==> src/hdl/weighted_mean_window_filter_core_defines.svh <==
// Assertion helpers shared by the filter core
`ifndef WEIGHTED_MEAN_WINDOW_FILTER_CORE_DEFINES_SVH
`define WEIGHTED_MEAN_WINDOW_FILTER_CORE_DEFINES_SVH

// Check that cons holds in the same cycle as ante
`define WMWF_ASSERT_SAME(lbl, ante, cons, msg) \
  lbl: assert property (@(posedge clk) disable iff (!rst_n) (ante) |-> (cons)) \
    else $error(msg);

// Check that cons holds in the cycle after ante
`define WMWF_ASSERT_NEXT(lbl, ante, cons, msg) \
  lbl: assert property (@(posedge clk) disable iff (!rst_n) (ante) |=> (cons)) \
    else $error(msg);

`endif

==> src/hdl/wmwf_pkg.sv <==
package wmwf_pkg;

  // Widths of fixed fields and internal arithmetic
  localparam int PIX_W   = 8;
  localparam int ROW_W   = 12;
  localparam int OCOL_W  = 10;
  localparam int CFG_W   = 24;
  localparam int CIDX_W  = 3;
  localparam int DIM_W   = 13;
  localparam int ACC_W   = 20;
  localparam int WSUM_W  = 12;
  localparam int STEP_W  = 3;

  // Configuration register indexes
  typedef enum logic [CIDX_W-1:0] {
    REG_WIDTH  = 3'd0,
    REG_HEIGHT = 3'd1,
    REG_WT_TOP = 3'd2,
    REG_WT_MID = 3'd3,
    REG_WT_BOT = 3'd4
  } cfg_idx_t;

  // 3x3 window, row-major, column 0 leftmost
  typedef logic [8:0][PIX_W-1:0] win_t;

  // Sequencer of the core
  typedef enum logic [1:0] {
    S_IDLE = 2'd0,
    S_READ = 2'd1,
    S_CALC = 2'd2,
    S_EMIT = 2'd3
  } core_state_t;

  // Sequencer of the arithmetic unit
  typedef enum logic [1:0] {
    A_IDLE = 2'd0,
    A_MAC  = 2'd1,
    A_CHK  = 2'd2,
    A_DIV  = 2'd3
  } arith_state_t;

  // Result of one weighted mean
  typedef struct packed {
    logic             done;
    logic             err;
    logic [PIX_W-1:0] value;
  } arith_res_t;

endpackage

==> src/hdl/wmwf_arith.sv <==
module wmwf_arith import wmwf_pkg::*; (
  input  logic             clk,
  input  logic             rst_n,
  input  logic             start,
  input  logic [CFG_W-1:0] wt_top,
  input  logic [CFG_W-1:0] wt_mid,
  input  logic [CFG_W-1:0] wt_bot,
  input  win_t             win,
  output arith_res_t       res
);

  arith_state_t      state_r, state_nxt;
  logic [1:0]        ri_r, cj_r;
  logic [ACC_W-1:0]  acc_r;
  logic [WSUM_W-1:0] wsum_r;
  logic [STEP_W-1:0] k_r;
  logic [PIX_W-1:0]  q_r;
  logic              done_r, err_r;
  logic [CFG_W-1:0]  wrow;
  logic [PIX_W-1:0]  w_tap, p_tap;
  logic [3:0]        tap_idx;
  logic [2*PIX_W-1:0] prod;
  logic [ACC_W-1:0]  trial;
  logic              last_tap;

  // Next state
  always_comb begin
    state_nxt = state_r;
    unique case (state_r)
      A_IDLE: if (start) state_nxt = A_MAC;
      A_MAC:  if (last_tap) state_nxt = A_CHK;
      A_CHK:  state_nxt = (wsum_r == '0) ? A_IDLE : A_DIV;
      A_DIV:  if (k_r == '0) state_nxt = A_IDLE;
      default: state_nxt = A_IDLE;
    endcase
  end

  // Tap selection; weights apply mirrored across the row
  always_comb begin
    case (ri_r)
      2'd0:    wrow = wt_top;
      2'd1:    wrow = wt_mid;
      default: wrow = wt_bot;
    endcase
    case (cj_r)
      2'd0:    w_tap = wrow[23:16];
      2'd1:    w_tap = wrow[15:8];
      default: w_tap = wrow[7:0];
    endcase
    tap_idx  = 4'(ri_r) * 4'd3 + 4'(cj_r);
    p_tap    = win[tap_idx];
    prod     = w_tap * p_tap;
    last_tap = (ri_r == 2'd2) && (cj_r == 2'd2);
    trial    = ACC_W'(wsum_r) << k_r;
  end

  always_ff @(posedge clk) begin
    if (!rst_n) begin
      state_r <= A_IDLE;
      done_r  <= 1'b0;
    end else begin
      state_r <= state_nxt;
      done_r  <= ((state_r == A_CHK) && (wsum_r == '0)) ||
                 ((state_r == A_DIV) && (k_r == '0));
    end
  end

  // Multiply-accumulate over the nine taps, then restoring division
  always_ff @(posedge clk) begin
    case (state_r)
      A_IDLE: begin
        ri_r   <= '0;
        cj_r   <= '0;
        acc_r  <= '0;
        wsum_r <= '0;
        k_r    <= STEP_W'(PIX_W - 1);
        q_r    <= '0;
      end
      A_MAC: begin
        acc_r  <= acc_r + ACC_W'(prod);
        wsum_r <= wsum_r + WSUM_W'(w_tap);
        if (cj_r == 2'd2) begin
          cj_r <= '0;
          ri_r <= ri_r + 2'd1;
        end else begin
          cj_r <= cj_r + 2'd1;
        end
      end
      A_CHK: begin
        err_r <= (wsum_r == '0);
      end
      A_DIV: begin
        if (acc_r >= trial) begin
          acc_r    <= acc_r - trial;
          q_r[k_r] <= 1'b1;
        end
        k_r <= k_r - STEP_W'(1);
      end
      default: ;
    endcase
  end

  assign res.done  = done_r;
  assign res.err   = err_r;
  assign res.value = err_r ? '0 : q_r;

endmodule

==> config.mk <==
export PLATFORM = sky130hd
export DESIGN_NAME = wmwf_arith
export DESIGN_NICKNAME = d
export VERILOG_FILES = /design/src/hdl/weighted_mean_window_filter_core_defines.svh /design/src/hdl/wmwf_pkg.sv /design/src/hdl/wmwf_arith.sv
export SDC_FILE = /design/constraint.sdc
export NUM_CORES = 1
export LEC_CHECK = 0
export BUFFER_PORTS_ARGS = -buffer_cell sky130_fd_sc_hd__buf_2
export CAP_MARGIN = 15
export CORE_MARGIN = 2
export CORE_UTILIZATION = 35
export DETAILED_ROUTE_END_ITERATION = 7
export PLACE_DENSITY_LB_ADDON = 0.1
export SKIP_LAST_GASP = 1
export SLEW_MARGIN = 20
export SYNTH_ARGS = -nofsm -noshare
export SYNTH_HDL_FRONTEND = slang
export SYNTH_SLANG_ARGS = --single-unit
==> constraint.sdc <==
create_clock -name clk -period 8.6 [get_ports clk]
set_input_delay 0.43 -clock clk [delete_from_list [all_inputs] [get_ports clk]]
set_output_delay 0.43 -clock clk [all_outputs]
set_load 0.05 [all_outputs]
==> results.md, run 1 <==
- Outcome: finished, final reports clean
- Depth of the CTS H-tree: 2
- Nets: 1348
- Arr. time, crit path: 7.65 ns
- Final Hold Viols: 0
- Syn Nets: 1214
- Vias in the first global route: around 7100
- Die width: 157 um
- I/O Buffers: 156
- Cts repair resizes: 0
- Worst Path Required: 8.62 ns
- Final worst path period share: 88.7%
- Final Instance Area: 9410 sq um
- Ys async rst share: 0%
- Sequential area share after synthesis: 18.3%
- Chip height: 157 um
- Placed Instance Area: 9260 sq um
- Total gr overflow: 0
- Core area: 22800 sq um
- Post-Synthesis Cells: 931
- Yosys warnings: 0
- Initial antenna violation count: 0
- Post-synth EDFFs: 48
- DR WL/cell: 16.5 um
- N_diodes: 0
- Clock sinks: 51
- 1st-iter DRT viols: ~380
- Crit path max fanout: 9
- Slew margin rel.: 37.3%
- Startpoint types: flip-flop
- Worst Skew: 0.0139 ns
- Fin crit period: approximately 7.6 ns
- Synth top area cells: edfxtp_1, fa_1, ha_1
- Commonest cells post-synth: inv_1, nand2_1, ha_1, nor2_1, fa_1
- Unrepaired setup endpoints after global routing: no
- First-pass GRT wire length: about 37000 um
- Post-synth top area cell: edfxtp_1
- DR vias/cell: 5.16
- Area delta synth->final: 14.9%
- GRT Util Overall: a little under a fifth
- Synth cell types: 75
- Setup violators final: 0
- Initial Utilization: 35.9%
- Tightest Pin Transition: 0.939 ns
- Min-delay worst type: primary input to flip-flop
- Bufs on Longest Clock Path: 2
- Num rows: 55
- Max_cap viols: 0
- Routed Antenna Nets: 0
- Setup TNS: 0 ns
- Root buffer cell: clkbuf_16
- TritonRoute pass-1 iters: 4
- Slew Limit Fails: 0
- Cell Area, Synth: 8200 sq um
- DR DRC count: 0
- Number of fill cells: 2323
- Syn avg cell area: around 8.8 sq um
- Synthesized flop and latch total: 51
- Die area: 24700 sq um
- Hold-fix buffers, CTS: 0
- CTS tree: done
- Setup Buffers After CTS: 0
- CTS Buf Count: 5
- Clock transition at path regs: 0.08 ns
- DPL Wire Length: 18700 um
- DRT Wirelength: 22800 um
- Share of cells above drive strength 1: between 10% and 20%
- Routability Congestion: about 0.83
- Fmax: 0.131 GHz
- Worst-skew pair later-pin latency: 0.31 ns
- Ys flop type: edfxtp_1
- Top Ports: 157
- Crit Path Category: flip-flop to flip-flop
- Vias: 7117
- Yosys top cell area share: between 15 and 20%
- Setup crit end kind: flip-flop
- Worst hold slack: between 0.3 and 0.4 ns
- Dominant cell by count in the synthesized netlist: inv_1
- Pin count of the biggest net entering global routing: 26
==> layer usage <==
layer	part of all wire [%]	wire length (um)	global-route usage (%)
met1	49	11200	26.6
met2	46	10400	31.4
met3	3.8	869	2.18
met4	1.5	350	4.07
met5	0	0	0
==> sequential cells by signal, summed over array words and instances, names as in the netlist <==
signal,count
state_r,2
err_r,1
acc_r,20
done_r,1
cj_r,2
ri_r,2
q_r,8
k_r,3
wsum_r,12
==> kinds of logic (layout without fill, tap and decap cells) <==
logic type      Yosys count  in the layout  synth area share (%)
buf+inv                 170            305                  8.32
compound gates          207            207                  18.5
mux                      48             48                  9.28
fa+ha+maj               136            136                  25.7
xor+xnor                 30             30                  3.21
flops                    51             51                  18.3
simple gates            289            289                  16.6
==> final timing paths <==
kind / startpoint / endpoint / slack, ns / cells after the start
setup / recovery: ri_r[1]$_SDFFCE_PN0P_ / acc_r[16]$_DFFE_PP_ / 0.97 / 23
hold / removal: rst_n / done_r$_SDFF_PN0_ / 0.38 / 3
setup reg to reg: ri_r[1]$_SDFFCE_PN0P_ / acc_r[16]$_DFFE_PP_ / 0.97 / 23
hold reg to reg: state_r[1]$_SDFFE_PN0P_ / state_r[1]$_SDFFE_PN0P_ / 0.55 / 1
==> critical path: stages (launching register included) <==
cell and delay, ns:
edfxtp_1 0.40, inv_1 0.17, fa_1 0.47, inv_1 0.08, ha_1 0.14, inv_1 0.05, fa_1 0.75, nor4b_4 0.78
a22oi_4 0.22, or2_1 0.29, fa_1 0.51, fa_1 0.55, inv_1 0.06, fa_1 0.53, inv_1 0.05, fa_1 0.53
inv_1 0.04, ha_1 0.34, and2_1 0.19, a221oi_1 0.29, o21ai_0 0.30, a211oi_1 0.35, xor2_1 0.17, o22ai_1 0.10
==> metrics by stage <==
step | std cells | setup WS (ns) | util, %
final | 1379 | 0.969 | 41.2
after global routing | 1379 | 0.395 | 41.2
after CTS | 1379 | 0.938 | 41.2
after detailed placement | 1371 | 0.981 | 40.5
after global placement | 1371 | 1.08 | 40.5
after floorplan | 931 | 1.57 | -
==> cell usage in the layout (no fill, tap or decap), types with 4 or more instances in the layout <==
cell       count
buf_2        156
a22oi_1       25
nor2b_1       16
ha_1          82
a211oi_1       5
o21ai_0       23
xnor2_1       14
nand2_1      104
a221oi_1       7
nor4_1         5
and3_1         9
nor2_1        82
o21a_1        10
nor3_1        11
nand4_1        5
o22ai_1        8
a31oi_1       11
xor2_1        16
nand2b_1      13
and4_1         4
buf_4         12
and2_1         7
mux2_2        16
mux2i_1       16
edfxtp_1      48
mux4_1        16
fa_1          54
nand3_1       15
a21boi_0       9
a21oi_1       46
clkbuf_16      5
inv_1        128
a21o_1        13
a22oi_4        5
or2_1          6
==> layout make-up <==
type | count | area, sq um | share of cell area, %
Clock inverter | 3 | 25.0 | 0.266
Clock buffer | 5 | 125 | 1.33
Inverter | 129 | 484 | 5.14
Timing Repair Buffer | 168 | 871 | 9.25
Tap cell | 313 | 392 | 4.16
Multi-Input combinational cell | 710 | 6020 | 63.9
Sequential cell | 51 | 1500 | 15.9
Power of run 1 is not shown: default switching activity piles up to over one toggle a cycle in this logic, so the estimate is an artifact.
==> run 2: changes to the inputs <==
--- a/config.mk
+++ b/config.mk
@@ -7,12 +7,14 @@
 export LEC_CHECK = 0
 export BUFFER_PORTS_ARGS = -buffer_cell sky130_fd_sc_hd__buf_2
 export CAP_MARGIN = 15
-export CORE_MARGIN = 2
+export CORE_MARGIN = 1
 export CORE_UTILIZATION = 35
 export DETAILED_ROUTE_END_ITERATION = 7
 export PLACE_DENSITY_LB_ADDON = 0.1
+export RECOVER_POWER = 25
 export SKIP_LAST_GASP = 1
 export SLEW_MARGIN = 20
 export SYNTH_ARGS = -nofsm -noshare
 export SYNTH_HDL_FRONTEND = slang
 export SYNTH_SLANG_ARGS = --single-unit
+export TNS_END_PERCENT = 100
==> run 2 against run 1 <==
Effect of this change: global-route usage grew 0.27 points; critical path depth unchanged; wire length decreased by 1.6%; critical path type unchanged; largest cell class unchanged.
==> results.md, run 2 (synthesized netlist as in run 1, its figures left out) <==
- Worst Skew: 0.0103 ns
- Number of flip-flops in the largest register: 20
- Worst-skew pair later-pin latency: roughly 0.31 ns
- Top reg by flops: acc_r
- Chip height: 155 um
- HP Start: rst_n
- Bufs on Longest Clock Path: 2
- Initial Utilization: 36.0%
- Most frequent cells in the layout: buf_2, inv_1, nand2_1
- DR vias/cell: 5.15
- Die width: 155 um
- Vias: a little over 7000
- CTS Buf Count: 5
- Max_cap viols: 0
- Root buffer cell: clkbuf_16
- Worst flop-to-flop path endpoint: acc_r[18]$_DFFE_PP_
- Clock transition at path regs: 0.08 ns
- Clock sinks: 51
- Nets: 1346
- Fin crit period: just under 8 ns
- Die area: around 24000 sq um
- CTS tree: done
- Reg2reg start: ri_r[0]$_SDFFCE_PN0P_
- Worst Path Required: 8.73 ns
- Setup TNS: 0 ns
- DRT Wirelength: between 20000 and 25000 um
- Hold-fix buffers, CTS: 0
- R2R cell count: 23
- Pin count of the biggest net entering global routing: 26
- CP max stage delay: about 0.80 ns
- Setup crit end kind: flip-flop
- # placed instances: 1369
- Delay-heaviest family, CP: adder cells
- Slew Limit Fails: 0
- Num rows: 55
- Hold EP: done_r$_SDFF_PN0_
- DR DRC count: 0
- Setup Buffers After CTS: 0
- Core area: 22800 sq um
- Min-Delay Path Depth: 3
- Startpoint types: flip-flop
- TritonRoute pass-1 iters: 5
- Arr. time, crit path: 7.81 ns
- N_diodes: 0
- Biggest registers after layout: acc_r (20), wsum_r (12), q_r (8)
- Initial antenna violation count: 0
- Final Hold Viols: 0
- Outcome: finished, final reports clean
- DR WL/cell: between 15 and 20 um
- Routability Congestion: 0.824
- Share of cells above drive strength 1: 18.5%
- DPL Wire Length: 18700 um
- Top Ports: 157
- GRT Util Overall: 19.2%
- Critical path's slowest cell: nor4b_4
- Crit path buffers/inverters: 6
- Crit path max fanout: 9
- Setup violators final: 0
- Worst path cell trace: inv_1 > fa_1 > inv_1 > ha_1 > inv_1 > fa_1 > nor4b_4 > a22oi_4 > or2_1 > fa_1 > fa_1 > inv_1 > fa_1 > inv_1 > fa_1 > inv_1 > ha_1 > and2_1 > a221oi_1 > o21ai_0 > a21oi_1 > mux2_2 > o2111ai_1
- Final worst path period share: between 80% and 90%
- Cts repair resizes: 0
- Vias in the first global route: 6940
- Final cell count without fillers: 1377
- Fmax: 0.130 GHz
- Unrepaired setup endpoints after global routing: no
- Slew margin rel.: 8.24%
- Min-delay worst type: primary input to flip-flop
- Slack of the worst reg-to-reg path: 0.92 ns
- Area delta synth->final: 14.5%
- Crit Path Category: flip-flop to flip-flop
- 1st-iter DRT viols: 352
- Total gr overflow: 0
- Tightest Pin Transition: 1.38 ns
- Depth of the CTS H-tree: 2
- Routed Antenna Nets: 0
- Commonest non-fill, non-tap cell in the layout: buf_2
- First-pass GRT wire length: between 30000 and 40000 um
- I/O Buffers: approximately 160
run 2: cell types whose count changed in the layout (fill, tap and decap cells not counted), sizes merged:
cell | before | now
clkbuf | 5 | 17
buf | 168 | 154
run 2: stage by stage:
stage / util [%] / hold WS (ns) / worst slack [ns] / instance area, sq um
after floorplan: - / 0.497 / 1.57 / 8200
after global placement: 40.6 / 0.536 / 1.06 / 9250
after detailed placement: 40.6 / 0.537 / 0.962 / 9250
after CTS: 41.3 / 0.375 / 0.914 / 9400
after global routing: 41.2 / 0.382 / 0.419 / 9380
final: 41.2 / 0.378 / 0.916 / 9380
run 2: layout make-up:
type                            instances  area (sq um)
Clock buffer                            5           125
Multi-Input combinational cell        710          6020
Tap cell                              313           392
Clock inverter                          3          25.0
Fill cell                            2348         13400
Sequential cell                        51          1500
Inverter                              129           484
Timing Repair Buffer                  166           836
run 2: worst max path at each step:
stage	start	to	slack, ns	depth (start not counted)
floorplan	ri_r[1]$_SDFFCE_PN0P_	acc_r[18]$_DFFE_PP_	1.57	24
global placement	ri_r[1]$_SDFFCE_PN0P_	acc_r[18]$_DFFE_PP_	1.06	23
detailed placement	ri_r[0]$_SDFFCE_PN0P_	acc_r[18]$_DFFE_PP_	0.96	23
CTS	ri_r[0]$_SDFFCE_PN0P_	acc_r[18]$_DFFE_PP_	0.91	23
global route	ri_r[0]$_SDFFCE_PN0P_	acc_r[18]$_DFFE_PP_	0.42	23
finish	ri_r[0]$_SDFFCE_PN0P_	acc_r[18]$_DFFE_PP_	0.92	23
run 2: worst register-to-register path: stages (launching register included):
cell	delay, ns
edfxtp_1	0.41
inv_1	0.11
fa_1	0.51
inv_1	0.08
ha_1	0.14
inv_1	0.05
fa_1	0.72
nor4b_4	0.80
a22oi_4	0.22
or2_1	0.29
fa_1	0.52
fa_1	0.55
inv_1	0.05
fa_1	0.53
inv_1	0.06
fa_1	0.52
inv_1	0.04
ha_1	0.33
and2_1	0.18
a221oi_1	0.29
o21ai_0	0.32
a21oi_1	0.25
mux2_2	0.35
o2111ai_1	0.17
run 2: per-layer routing:
| layer | global-route usage (%) | wire length [um] | vias to the layer above |
|---|---|---|---|
| met5 | 0 | 0 | - |
| met4 | 3.91 | 302 | 0 |
| met3 | 2.06 | 758 | 20 |
| met2 | 31.7 | 10300 | 141 |
| met1 | 27.0 | 11100 | 3390 |
| li1 | - | - | 3536 |
Power of run 2 is left out for the same reason.
==> run 3: changes to the inputs <==
--- a/config.mk
+++ b/config.mk
@@ -5,6 +5,7 @@
 export SDC_FILE = /design/constraint.sdc
 export NUM_CORES = 1
 export LEC_CHECK = 0
+export ABC_AREA = 1
 export BUFFER_PORTS_ARGS = -buffer_cell sky130_fd_sc_hd__buf_2
 export CAP_MARGIN = 15
 export CORE_MARGIN = 1
==> run 3 against run 2 <==
Effect of this change: sequential cell count stayed put; global-route usage is 2.0 points higher; non-clock buffer count is 7 lower; count of clock-buffer cells in the layout is 1 higher; die area is 5.6% higher; final area is 3.9% higher; register-to-register slack better by 0.90 ns; via count is 20% higher; critical path depth is 4 higher; core utilization is 1.1 points lower.
==> results.md, run 3 <==
- Bufs on Longest Clock Path: 2
- Min-delay worst type: primary input to flip-flop
- Top reg by flops: acc_r
- Tightest Pin Transition: 1.37 ns
- Fmax: 0.147 GHz
- N_diodes: 0
- Chip height: ~160 um
- Final worst path period share: 78.9%
- Vias: between 8000 and 9000
- Setup crit end kind: flip-flop
- DR DRC count: 0
- Crit path max fanout: 16
- I/O Buffers: 156
- Unrepaired setup endpoints after global routing: no
- Nets: 1723
- Clock transition at path regs: 0.08 ns
- Sequential area share after synthesis: 17.3%
- Total gr overflow: 0
- Syn avg cell area: approximately 6.6 sq um
- Post-synth top area cell: nand2_1
- Number of flip-flops in the largest register: 20
- Max_cap viols: 0
- Setup TNS: 0 ns
- Initial Utilization: roughly 36%
- Setup violators final: 0
- 1st-iter DRT viols: 503
- Num rows: 57
- Post-synth EDFFs: 48
- Ys flop type: edfxtp_1
- Pin count of the biggest net entering global routing: 41
- Worst Path Required: just under 9 ns
- Commonest non-fill, non-tap cell in the layout: nand2_1
- Depth of the CTS H-tree: 2
- DRT Wirelength: 26100 um
- First-pass GRT wire length: 43400 um
- Dominant cell by count in the synthesized netlist: nand2_1
- Commonest cells post-synth: nand2_1, inv_1, nor2_1
- Worst Skew: roughly 0.012 ns
- Setup Buffers After CTS: 0
- Yosys top cell area share: 16.8%
- Share of cells above drive strength 1: 13.8%
- Slew Limit Fails: 0
- Initial antenna violation count: 0
- Vias in the first global route: 8565
- Routability Congestion: 0.912
- Arr. time, crit path: 6.83 ns
- Cts repair resizes: 0
- Crit Path Category: flip-flop to flip-flop
- TritonRoute pass-1 iters: 5
- Yosys warnings: 0
- Top Ports: 157
- Die width: ~160 um
- DR vias/cell: slightly below 5
- Ys async rst share: 0%
- Fin crit period: between 6 and 7 ns
- Area delta synth->final: 12.6%
- Core area: 24300 sq um
- DR WL/cell: 14.8 um
- Synth top area cells: nand2_1, edfxtp_1, fa_1
- Die area: 25400 sq um
- Startpoint types: flip-flop
- Syn Nets: between 1500 and 2000
- Final Hold Viols: 0
- Clock sinks: around 50
- Synth cell types: between 40 and 50
- Biggest registers after layout: acc_r (20), wsum_r (12), q_r (8)
- CTS Buf Count: 5
- Root buffer cell: clkbuf_16
- Hold-fix buffers, CTS: 0
- Synthesized flop and latch total: between 50 and 60
- Worst-skew pair later-pin latency: 0.30 ns
- Slew margin rel.: under 10%
- Most frequent cells in the layout: nand2_1, inv_1, buf_2
- Outcome: finished, final reports clean
- Routed Antenna Nets: 0
- CTS tree: done
- Cell Area, Synth: a little under 9000 sq um
- Post-Synthesis Cells: 1315
- GRT Util Overall: a little over a fifth
- DPL Wire Length: 22000 um
-- run 3: changes by cell type after synthesis, moves of 17 or more --
cell / previous run / this run
a21oi_1: 46 / 94
nor2_1: 82 / 122
o21ai_1: 0 / 18
nand3_1: 15 / 72
clkbuf_1: 26 / 9
o21ai_0: 23 / 66
a22oi_1: 25 / 3
nor2b_1: 17 / 0
nand2_1: 104 / 387
inv_1: 128 / 207
-- run 3: worst max-delay path, cell delays in order, from the launching register on --
cell	delay [ns]
edfxtp_1	0.42
inv_1	0.12
fa_1	0.58
inv_1	0.05
ha_1	0.18
inv_1	0.06
fa_1	0.54
inv_1	0.41
o21ai_0	0.19
o21ai_1	0.13
nand2_1	0.09
nand2_2	0.18
nor2_1	0.08
fa_1	0.49
fa_1	0.53
fa_1	0.56
inv_1	0.06
fa_1	0.53
inv_1	0.05
ha_1	0.35
nand2_1	0.16
inv_1	0.05
a21oi_1	0.24
nor2_1	0.07
nor2_1	0.12
nand3b_1	0.09
nand3_1	0.11
nand2_1	0.07
-- run 3: per-layer routing --
layer,GRT usage [%],vias up,share of wire (%)
met1,28.5,3820,48
met5,0,-,0
met3,1.51,27,3.5
met2,36.9,192,47
li1,-,4440,-
met4,5.42,0,2.1
-- run 3: path summary, 6_finish.rpt --
path                            slack (ns)                      end               startpoint  depth (start not counted)
worst max-delay path                  1.82      acc_r[16]$_DFFE_PP_    ri_r[0]$_SDFFCE_PN0P_                         27
worst max register to register        1.82      acc_r[16]$_DFFE_PP_    ri_r[0]$_SDFFCE_PN0P_                         27
worst min register to register        0.52  state_r[1]$_SDFFE_PN0P_  state_r[1]$_SDFFE_PN0P_                          1
worst min-delay path                  0.38  state_r[1]$_SDFFE_PN0P_                    rst_n                          3
-- run 3: layout make-up --
cell class,instances,area [sq um]
Timing Repair Buffer,159,783
Fill cell,2684,14600
Clock buffer,6,129
Tap cell,324,405
Sequential cell,51,1500
Clock inverter,2,38.8
Inverter,226,851
Multi-Input combinational cell,997,6040
-- run 3: cell families (layout without fill, tap and decap cells) --
group	after synthesis	after routing	synth area share [%]
adders and majority gates	136	136	24.3
AOI/OAI and AO/OA	217	217	13.9
and+or+nand+nor	634	634	30.3
buffers and inverters	267	393	13.0
xor gates and xnor gates	8	8	0.809
muxes	2	2	0.231
DFF	51	51	17.3
-- run 3: through the flow --
stage / utilization [%] / setup WS [ns] / instance area (sq um) / instances / hold WS [ns]
floorplan: - / 2.61 / 8660 / 1315 / 0.472
global placement: 39.5 / 1.94 / 9590 / 1757 / 0.507
detailed placement: 39.5 / 1.87 / 9590 / 1757 / 0.521
CTS: 40.1 / 1.81 / 9760 / 1765 / 0.380
global route: 40.1 / 1.24 / 9750 / 1765 / 0.399
finish: 40.1 / 1.82 / 9750 / 1765 / 0.379
Power of run 3 is left out for the same reason.
